$ cat src/hdl/assert_macros.svh
// Assertion macros shared by the ARP resolution engine RTL.
// Each use expects clk and rst_n in scope; no other dependencies.
`ifndef ASSERT_MACROS_SVH
`define ASSERT_MACROS_SVH

// Condition that must hold at every clock edge out of reset.
`define ARE_ASSERT_ALWAYS(lbl, cond, msg) \
  lbl: assert property (@(posedge clk) disable iff (!rst_n) (cond)) else $error(msg);

// Antecedent in a cycle implies the consequent in the same cycle.
`define ARE_ASSERT_IMPLY(lbl, ante, cons, msg) \
  lbl: assert property (@(posedge clk) disable iff (!rst_n) (ante) |-> (cons)) \
    else $error(msg);

`endif

$ cat src/hdl/are_pkg.sv
// Shared types and constants of the ARP resolution engine.
// No dependencies; used by are_ctrl, are_dp and arp_resolution_engine.
`default_nettype none

package are_pkg;

  localparam int unsigned CacheEntriesDef   = 16;
  localparam int unsigned PendingEntriesDef = 16;
  localparam int unsigned QueueDepthDef     = 16;

  // at most this many datagrams leave on one reply
  localparam int unsigned MaxRelease = 16;
  localparam int unsigned RelCntW    = $clog2(MaxRelease + 1);

  localparam logic [1:0] ActSend = 2'd0;
  localparam logic [1:0] ActRecv = 2'd1;
  localparam logic [1:0] ActTick = 2'd2;

  localparam logic [1:0] KindIpv4     = 2'd0;
  localparam logic [1:0] KindArpReq   = 2'd1;
  localparam logic [1:0] KindArpReply = 2'd2;
  localparam logic [1:0] KindDeliver  = 2'd3;

  localparam int unsigned CfgIdxW = 2;
  localparam logic [CfgIdxW-1:0] CfgOwnIp  = 2'd0;
  localparam logic [CfgIdxW-1:0] CfgOwnMac = 2'd1;
  localparam logic [CfgIdxW-1:0] CfgMapTmo = 2'd2;
  localparam logic [CfgIdxW-1:0] CfgReqTmo = 2'd3;

  localparam logic [31:0] MapTmoRst = 32'd30000;
  localparam logic [31:0] ReqTmoRst = 32'd5000;

  localparam logic [15:0] EthIpv4   = 16'h0800;
  localparam logic [15:0] EthArp    = 16'h0806;
  localparam logic [15:0] OpRequest = 16'd1;
  localparam logic [15:0] OpReply   = 16'd2;
  localparam logic [47:0] BcastMac  = 48'hFFFF_FFFF_FFFF;

  typedef struct packed {
    logic load;
    logic exec;
    logic victim_step;
    logic arp_act;
    logic rel_step;
  } ctrl_cmd_t;

  typedef struct packed {
    logic out_free;
    logic arp_frame;
    logic learn_full;
    logic victim_done;
    logic arp_release;
    logic rel_done;
  } dp_status_t;

endpackage

`default_nettype wire

$ cat src/hdl/are_ctrl.sv
// Controller FSM of the ARP resolution engine.
// Depends on are_pkg; drives commands into are_dp, reads its status.
`default_nettype none

module are_ctrl (
  input  wire logic               clk,
  input  wire logic               rst_n,
  input  wire logic               in_valid,
  output logic                    in_ready,
  input  are_pkg::dp_status_t     st,
  output are_pkg::ctrl_cmd_t      cmd
);

  typedef enum logic [4:0] {
    S_IDLE   = 5'b00001,
    S_EXEC   = 5'b00010,
    S_VICTIM = 5'b00100,
    S_ARP    = 5'b01000,
    S_REL    = 5'b10000
  } state_t;

  state_t state_r, state_nxt;

  assign in_ready = (state_r == S_IDLE);

  always_comb begin
    cmd       = '0;
    state_nxt = state_r;
    case (state_r)
      S_IDLE: begin
        if (in_valid) begin
          cmd.load  = 1'b1;
          state_nxt = S_EXEC;
        end
      end
      S_EXEC: begin
        if (st.out_free) begin
          cmd.exec = 1'b1;
          if (st.arp_frame) begin
            state_nxt = st.learn_full ? S_VICTIM : S_ARP;
          end else begin
            state_nxt = S_IDLE;
          end
        end
      end
      S_VICTIM: begin
        cmd.victim_step = 1'b1;
        if (st.victim_done) begin
          state_nxt = S_ARP;
        end
      end
      S_ARP: begin
        if (st.out_free) begin
          cmd.arp_act = 1'b1;
          state_nxt   = st.arp_release ? S_REL : S_IDLE;
        end
      end
      S_REL: begin
        cmd.rel_step = 1'b1;
        if (st.rel_done) begin
          state_nxt = S_IDLE;
        end
      end
      default: state_nxt = S_IDLE;
    endcase
  end

  always_ff @(posedge clk) begin
    if (!rst_n) begin
      state_r <= S_IDLE;
    end else begin
      state_r <= state_nxt;
    end
  end

endmodule

`default_nettype wire

$ cat config.mk
export PLATFORM = sky130hd
export DESIGN_NAME = are_ctrl
export DESIGN_NICKNAME = d
export VERILOG_FILES = /design/src/hdl/assert_macros.svh /design/src/hdl/are_pkg.sv /design/src/hdl/are_ctrl.sv
export SDC_FILE = /design/constraint.sdc
export NUM_CORES = 1
export LEC_CHECK = 0
export ABC_AREA = 1
export BUFFER_PORTS_ARGS = -buffer_cell sky130_fd_sc_hd__buf_2
export CAP_MARGIN = 40
export CORE_AREA = 2 2 39 41
export DETAILED_ROUTE_END_ITERATION = 12
export DIE_AREA = 0 0 41 43
export GPL_TIMING_DRIVEN = 0
export PLACE_DENSITY = 0.61
export SETUP_SLACK_MARGIN = 0.2
export SLEW_MARGIN = 10
export SYNTH_ARGS = -nofsm -noshare
export SYNTH_HDL_FRONTEND = slang
export SYNTH_SLANG_ARGS = --single-unit
export TNS_END_PERCENT = 50
$ cat constraint.sdc
create_clock -name clk -period 3.7 [get_ports clk]
set_clock_uncertainty 0.15 [all_clocks]
set_input_delay 0.37 -clock clk [delete_from_list [all_inputs] [get_ports clk]]
set_output_delay 0.37 -clock clk [all_outputs]
set_load 0.01 [all_outputs]
==> impl_metrics.tcl, run 1 <==
set metrics [dict create \
    cts_tree "built" \
    clockBufferDepth 2 \
    clock_power_share_pct 31.3 \
    finalSetupTns_ns 0 \
    clk_latency_ns 0.25 \
    fmax_mhz 559 \
    gp_congestion 0.749 \
    dr.pass1.iters 4 \
    netlist-cell-type-count 16 \
    end_kind "output port" \
    synthesis.nets 80 \
    cap_viol_max_count 0 \
    cts_buffers 3 \
    setup_viol 0 \
    post_drt_wl_per_cell_um 9.70 \
    drtIter0Drc 15 \
    via_per_inst 4.76 \
    layout-drive-gt1-share_pct 29.2 \
    hp-start "rst_n" \
    hold_path.class "input port to flip-flop" \
    rsz0062_at_grt "false" \
    crit_required_ns 3.18 \
    cp-start-kind "flip-flop" \
    top_register "state_r" \
    die_w_um 41 \
    grt_pass1_vias 440 \
    critPathMaxStageDelay_ns 0.35 \
    worst_pin_slew_ns 0.286 \
    clock-root-buffer "clkbuf_4" \
    p_sw_share_pct 37.2 \
    grt.total_usage_pct 15.1 \
    worstSetupPathType "flip-flop to output port" \
    synth.area.top_cells "dfxtp_1, inv_1, nor2_1, nand2_1, nand4_1" \
    drc 0 \
    core.rowCount 14 \
    die_y_um 43 \
    synth_area_leader_cell "dfxtp_1" \
    combPwrFrac_pct 36.7 \
    drt_wl_total_mm 1.02 \
    yosysSeqAreaShare_pct 23.7 \
    grt_max_degree 7 \
    rr_startpoint "state_r[0]$_SDFFE_PN1P_" \
    power.leakage_uw 0.000317 \
    ys_warn_count 0 \
    vias 500 \
    p_switching_uw 76.1 \
    diodes 0 \
    grt_remaining_overflow 0 \
    cts.clk_slew.worst_paths_ns 0.04 \
    vdd_ir_drop_max_mv 0.100 \
    grt_pass1_wl_mm 1.69 \
    whs_ns 0.191 \
    max_slew_margin_pct 80.8 \
    layout_common_cells "inv_1, buf_2, nor2_1" \
    place_hpwl_um 825 \
    cts_resized 0 \
    arrival_ns 1.27 \
    antenna_found_initial 0 \
    layout_commonest_cell "inv_1" \
    period_share_pct 48.3 \
    hold_buffers 0 \
    min_period_ns 1.79 \
    clock-sinks 5 \
    ys_ff_latch 5 \
    core-area_mm2 0.00138 \
    die-area_mm2 0.00176 \
    status "finished clean" \
    intPower_uw 128 \
    slew_violations 0 \
    syn_avg_cell_area_um2 5.94 \
    ant_nets 0 \
    fill_cells 168 \
    htreeDepth 1 \
    syn_area_um2 422 \
    slowest_stage "dfxtp_1" \
    reg_top3 "state_r: 5 flops" \
    yosysTopAreaCellShare_pct 23.7 \
    area_delta_synth_final_pct 27.6 \
    numPortBuffers 14 \
    post_cts_buffers 0 \
    top_level_ports 15 \
    fin_nets 99 \
    power_density_mw_per_mm2 380 \
    hold_viol_final 0 \
    largest_register_ffs 5 \
    crit_start "state_r[2]$_SDFFE_PN0P_" \
    seqPwrFrac_pct 32.0 \
    crit_chain "nor2_4, nand3_1, nor2_1, buf_2" \
    cp_max_fo 6 \
    synthCells 71 \
    start_util_pct 30.5 \
]
layout make-up:
type	instances	area (µm²)	share of cell area [%]
flip-flops and latches	5	100	18.6
clock buffers	4	26.3	4.88
well taps	16	20.0	3.72
inverters	18	67.6	12.6
repair buffers	14	70.1	13.0
multi-input cells	48	254	47.2
cells in the mapped netlist, drive strengths merged:
library cell and number:
a21oi 2, inv 18, nor2 17, nand4 6, o21ai 2, a21boi 1
nand3b 1, dfxtp 5, nand3 8, nand2 11
cells by family after synthesis:
group           count (synthesis)  share of synthesized area [%]
buf+inv                        18                           16.0
flops                           5                           23.7
compound gates                  5                           6.53
simple gates                   43                           53.7
metrics by stage:
step / utilization [%] / area [µm²] / cells / worst slack, ns / total power [µW]
after floorplan: - / 422 / 71 / 2.33 / 119
after global placement: 37.0 / 512 / 101 / 2.21 / 140
after detailed placement: 37.0 / 512 / 101 / 2.17 / 142
after CTS: 38.9 / 538 / 105 / 1.91 / 206
after global routing: 38.9 / 538 / 105 / 1.80 / 224
final: 38.9 / 538 / 105 / 1.91 / 204
critical path: cells and delay by family (launching register included):
family | cells | cell delay (ns)
buffers and inverters | 1 | 0.15
flip-flops | 1 | 0.35
AND/OR/NAND/NOR | 3 | 0.51
power groups by stage:
stage / Combinational, µW / Sequential [µW] / Clock [µW]
6_report: 75.1 / 65.4 / 64.0
5_1_grt: 89.1 / 65.8 / 69.2
4_1_cts: 75.3 / 65.4 / 65.1
3_5_place_dp: 75.2 / 66.3 / 0
3_3_place_gp: 74.3 / 66.1 / 0
2_1_floorplan: 53.8 / 65.2 / 0
final timing paths:
check,endpoint,slack (ns),cells after the start
worst min-delay path,state_r[0]$_SDFFE_PN1P_,0.19,2
worst max-delay path,cmd[4],1.91,4
worst max register to register,state_r[2]$_SDFFE_PN0P_,2.29,6
worst min register to register,state_r[4]$_SDFFE_PN0P_,0.39,2
metal layers:
| layer | wire length [µm] | vias to the layer above | part of all wire (%) | track usage (%) |
|---|---|---|---|---|
| met5 | 0 | - | 0 | 0 |
| met4 | 38 | 0 | 3.7 | 12.0 |
| met3 | 80 | 5 | 7.9 | 6.28 |
| met2 | 504 | 21 | 49 | 21.9 |
| met1 | 395 | 217 | 39 | 16.1 |
| li1 | - | 257 | - | - |
No activity file was read; power rests on OpenSTA's default activity.
==> run 2, diff against run 1 <==
Settings changed: PLACE_DENSITY 0.61 to 0.63.
Clock period 3.7 ns to 1.6 ns, I/O delays scaled along.
==> run 2 against run 1 <==
Effect of this change:
- clock power grew 130%
- hold slack lost 0.045 ns
- first-iteration DRC count shrank 40%
- design area grew 26%
- wire length grew 17%
==> impl_metrics.tcl, run 2 (synthesized netlist as in run 1, its figures left out) <==
set metrics [dict create \
    clock-sinks 5 \
    cts_tree "built" \
    critPathMaxStageDelay_ns 0.36 \
    worstSetupPathType "flip-flop to output port" \
    rsz0062_at_grt "true" \
    hp-start "st[5]" \
    clockBufferDepth 2 \
    hold_path.class "input port to flip-flop" \
    fill_cells 141 \
    layout-drive-gt1-share_pct 53.1 \
    rr_startpoint "state_r[3]$_SDFFE_PN0P_" \
    post-place-ws_ns 0.241 \
    hold_viol_final 0 \
    place_hpwl_um 803 \
    final_cells 114 \
    dpl_cell_area_um2 512 \
    status "finished clean" \
    grt.total_usage_pct 15.1 \
    post-route-util_pct 48.8 \
    die-area_mm2 0.00176 \
    top_level_ports 15 \
    worst_pin_slew_ns 0.195 \
    dpl.cell_count 101 \
    wl_met3_um 30 \
    period_share_pct 90.3 \
    dr.pass1.iters 4 \
    clock-root-buffer "clkbuf_4" \
    crit_required_ns 1.29 \
    crit_chain "inv_4, nand2_2, nor2_4, nand2_1, inv_1, buf_2" \
    power_density_mw_per_mm2 870 \
    core.rowCount 14 \
    grt_max_degree 7 \
    vdd_ir_drop_max_mv 0.215 \
    slowest_stage "dfxtp_4" \
    top_register "state_r" \
    antenna_found_initial 0 \
    ant_nets 0 \
    htreeDepth 1 \
    multi_input_area_um2 299 \
    min_period_ns 1.44 \
    drc 0 \
    cts.clk_slew.worst_paths_ns 0.04 \
    arrival_ns 1.13 \
    core-area_mm2 0.00138 \
    drt_wl_total_mm 1.19 \
    cts_buffers 3 \
    finalSetupTns_ns 0 \
    fin_nets 108 \
    post_drt_wl_per_cell_um 10.4 \
    layout_commonest_cell "buf_2" \
    largest_register_ffs 5 \
    wl_met1_um 440 \
    seq_area_um2 114 \
    grt_pass1_vias 485 \
    gp_congestion 0.756 \
    clk_latency_ns 0.25 \
    start_util_pct 30.5 \
    power.leakage_uw 0.000369 \
    cp-start-kind "flip-flop" \
    reg_top3 "state_r: 5 flops" \
    layout_common_cells "buf_2, inv_1, nand2_1, nor2_1, buf_4" \
    vias 538 \
    grt_pass1_wl_mm 1.81 \
    setup_slack_ns 0.156 \
    drtIter0Drc 9 \
    met2WireLength_um 701 \
    grt_remaining_overflow 0 \
    design_area_um2 676 \
    slew_violations 0 \
    via_per_inst 4.72 \
    die_y_um 43 \
    numPortBuffers 14 \
    die_w_um 41 \
    setup_viol 0 \
    area_delta_synth_final_pct 60.2 \
    crit_start "state_r[1]$_SDFFE_PN0P_" \
    max_slew_margin_pct 87.0 \
    fmax_mhz 693 \
    end_kind "output port" \
    diodes 0 \
    dr.max_layer_used "met4" \
    cp_max_fo 3 \
    cap_viol_max_count 0 \
]
==> run 2: metrics by stage <==
stage,hold WS (ns),total power (µW)
final,0.146,587
after global routing,0.183,628
after CTS,0.126,569
after detailed placement,0.232,328
after global placement,0.231,325
after floorplan,0.0941,275
==> run 2: power by group <==
part | internal [µW] | leakage [µW] | switching, µW
Clock | 94.5 | 0.0000150 | 55.1
Sequential | 143 | 0.0000434 | 28.7
Combinational | 125 | 0.000311 | 141
==> run 2: final timing paths <==
check / endpoint / slack, ns / cells after the start
worst min-delay path: state_r[3]$_SDFFE_PN0P_ / 0.15 / 4
worst max-delay path: cmd[2] / 0.16 / 6
worst min register to register: state_r[4]$_SDFFE_PN0P_ / 0.42 / 2
worst max register to register: state_r[2]$_SDFFE_PN0P_ / 0.21 / 7
==> run 2: what timing repair did <==
item | CTS | global route
resized for setup | 16 | 12
hold buffers | 1 | 0
hold endpoints to repair | 1 | 0
setup endpoints to repair | 5 | 11
pin swaps | 5 | 2
setup buffers | 8 | 0
==> run 2: per-layer routing <==
layer  GRT usage (%)  up-vias
met3               0        3
li1                -      277
met5               0        -
met4            8.00        0
met2            29.7       14
met1            13.8      244
==> run 2: area by class of cell <==
type,count,area share (%)
Sequential cell,5,16.9
Clock buffer,4,3.89
Timing Repair Buffer,23,21.3
Multi-Input combinational cell,48,44.3
Inverter,18,10.7
Tap cell,16,2.96
==> run 2: critical path: cells and delay by family (launching register included) <==
kind          cells  cell delay (ns)
buf+inv           3             0.25
flops             1             0.36
simple gates      3             0.29
==> run 3, diff against run 2 <==
Settings changed: PLACE_DENSITY 0.63 to 0.61.
Clock period 1.6 ns to 1.49 ns, I/O delays scaled along.
==> run 3 against run 2 <==
Effect of this change:
- design area is 6.1% higher
- count of clock-buffer cells in the layout stayed put
- sequential share of layout area is 1.7 points lower
- hold slack worse by 0.041 ns
- global-route usage is 3.6 points higher
- worst setup slack worse by 0.15 ns
- clock power is 6% higher
- sequential power hardly changed
- register-to-register slack worse by 0.15 ns
- critical path depth is 1 lower
- die area stayed put
- core utilization is 3.0 points higher
- critical path type unchanged
- critical endpoint is now cmd[3]
- largest cell class unchanged
==> impl_metrics.tcl, run 3 (synthesized netlist as in run 1, its figures left out) <==
set metrics [dict create \
    top_register "state_r" \
    power_density_mw_per_mm2 923 \
    p_sw_share_pct 37.8 \
    core-area_mm2 0.00138 \
    grt_max_degree 7 \
    min_period_ns 1.48 \
    core.rowCount 14 \
    whs_ns 0.105 \
    fmax_mhz 674 \
    drc 0 \
    hold_path.class "input port to flip-flop" \
    cp-start-kind "flip-flop" \
    grt_pass1_wl_mm 2.10 \
    gp_congestion 0.749 \
    setup_slack_ns 0.00571 \
    period_share_pct 99.6 \
    antenna_found_initial 0 \
    reg2reg_depth 7 \
    area_delta_synth_final_pct 70.0 \
    cp_max_fo 3 \
    intPower_uw 411 \
    die_y_um 43 \
    max_slew_margin_pct 81.2 \
    top_level_ports 15 \
    dpl.cell_count 101 \
    layout_commonest_cell "buf_2" \
    drt_wl_total_mm 1.31 \
    clk_latency_ns 0.25 \
    rsz0062_at_grt "true" \
    clockBufferDepth 2 \
    place_hpwl_um 825 \
    end_kind "output port" \
    fill_cells 136 \
    layout_common_cells "buf_2, inv_1, nor2_1" \
    start_util_pct 30.5 \
    ant_nets 0 \
    multi_input_area_um2 303 \
    crit_start "state_r[1]$_SDFFE_PN0P_" \
    arrival_ns 1.19 \
    htreeDepth 1 \
    crit_required_ns 1.19 \
    die_w_um 41 \
    seqPwrFrac_pct 26.1 \
    grt_pass1_vias 530 \
    cap_viol_max_count 0 \
    total_power_uw 661 \
    cts_tree "built" \
    die-area_mm2 0.00176 \
    cts.clk_slew.worst_paths_ns 0.04 \
    fin_nets 112 \
    clock_power_share_pct 24.0 \
    hold_viol_final 0 \
    p_switching_uw 250 \
    setup_viol 0 \
    via_per_inst 4.77 \
    finalSetupTns_ns 0 \
    final_cells 118 \
    hp-start "st[5]" \
    diodes 0 \
    grt.total_usage_pct 18.7 \
    combPwrFrac_pct 49.9 \
    reg_top3 "state_r: 5 flops" \
    status "finished clean" \
    numPortBuffers 14 \
    clock-root-buffer "clkbuf_4" \
    vdd_ir_drop_max_mv 0.270 \
    worstSetupPathType "flip-flop to output port" \
    grt_remaining_overflow 0 \
    clock-sinks 5 \
    slew_violations 0 \
    vias 563 \
    dr.pass1.iters 6 \
    worst_pin_slew_ns 0.281 \
    rr_startpoint "state_r[3]$_SDFFE_PN0P_" \
    min_path_cells 4 \
    largest_register_ffs 5 \
    post-place-ws_ns 0.129 \
    layout-drive-gt1-share_pct 54.9 \
    cts_buffers 3 \
    post_drt_wl_per_cell_um 11.1 \
    power.leakage_uw 0.000394 \
    seq_area_um2 109 \
    drtIter0Drc 13 \
]
==> run 3: cell count changes in the layout (fill, tap and decap cells not counted), moves of 2 or more <==
cell	delta
dfxtp_4	-2
inv_2	+3
buf_6	+4
nand3_2	-2
dfxtp_2	+2
inv_4	-2
==> run 3: final timing paths <==
kind | endpoint | slack [ns]
worst max register to register | state_r[2]$_SDFFE_PN0P_ | 0.06
worst min-delay path | state_r[1]$_SDFFE_PN0P_ | 0.11
worst max-delay path | cmd[3] | 0.006
worst min register to register | state_r[4]$_SDFFE_PN0P_ | 0.40
==> run 3: per-stage QoR <==
step	utilization (%)	area [µm²]
CTS	48.4	669
global placement	37.0	512
detailed placement	37.0	512
finish	51.8	717
global route	51.8	717
floorplan	-	422
==> run 3: layout make-up <==
cell class                 instances  share of cell area (%)
multi-input combinational         48                    42.2
sequential                         5                    15.2
timing repair buffer              27                    26.7
tap                               16                    2.79
clock buffer                       4                    3.66
inverter                          18                    9.42
==> run 3: timing repair <==
action | 4_1_cts | 5_1_grt
pin swaps | 5 | 5
endpoints found under the hold margin | 2 | 0
endpoints found under the setup margin | 10 | 11
gates cloned | 0 | 0
setup buffers | 11 | 1
resized for setup | 18 | 10
hold buffers | 1 | 0
==> run 3: routing by layer <==
layer | global-route usage, % | wire length, µm | up-vias
met2 | 31.9 | 760 | 20
met3 | 6.28 | 73 | 2
li1 | - | - | 288
met5 | 0 | 0 | -
met4 | 12.0 | 23 | 0
met1 | 17.4 | 449 | 253
==> run 3: power by group through the flow <==
stage	Sequential [µW]	Clock (µW)	Combinational (µW)
final	172	159	330
after CTS	173	162	284
after detailed placement	165	0	187
after global routing	172	172	375
after global placement	164	0	184
after floorplan	162	0	134
==> run 3: critical path: stages (launching register included) <==
cell and delay (ns):
dfxtp_2 0.36, inv_2 0.06, nor2_2 0.14, nand3_2 0.11, nor2_1 0.12, buf_2 0.15
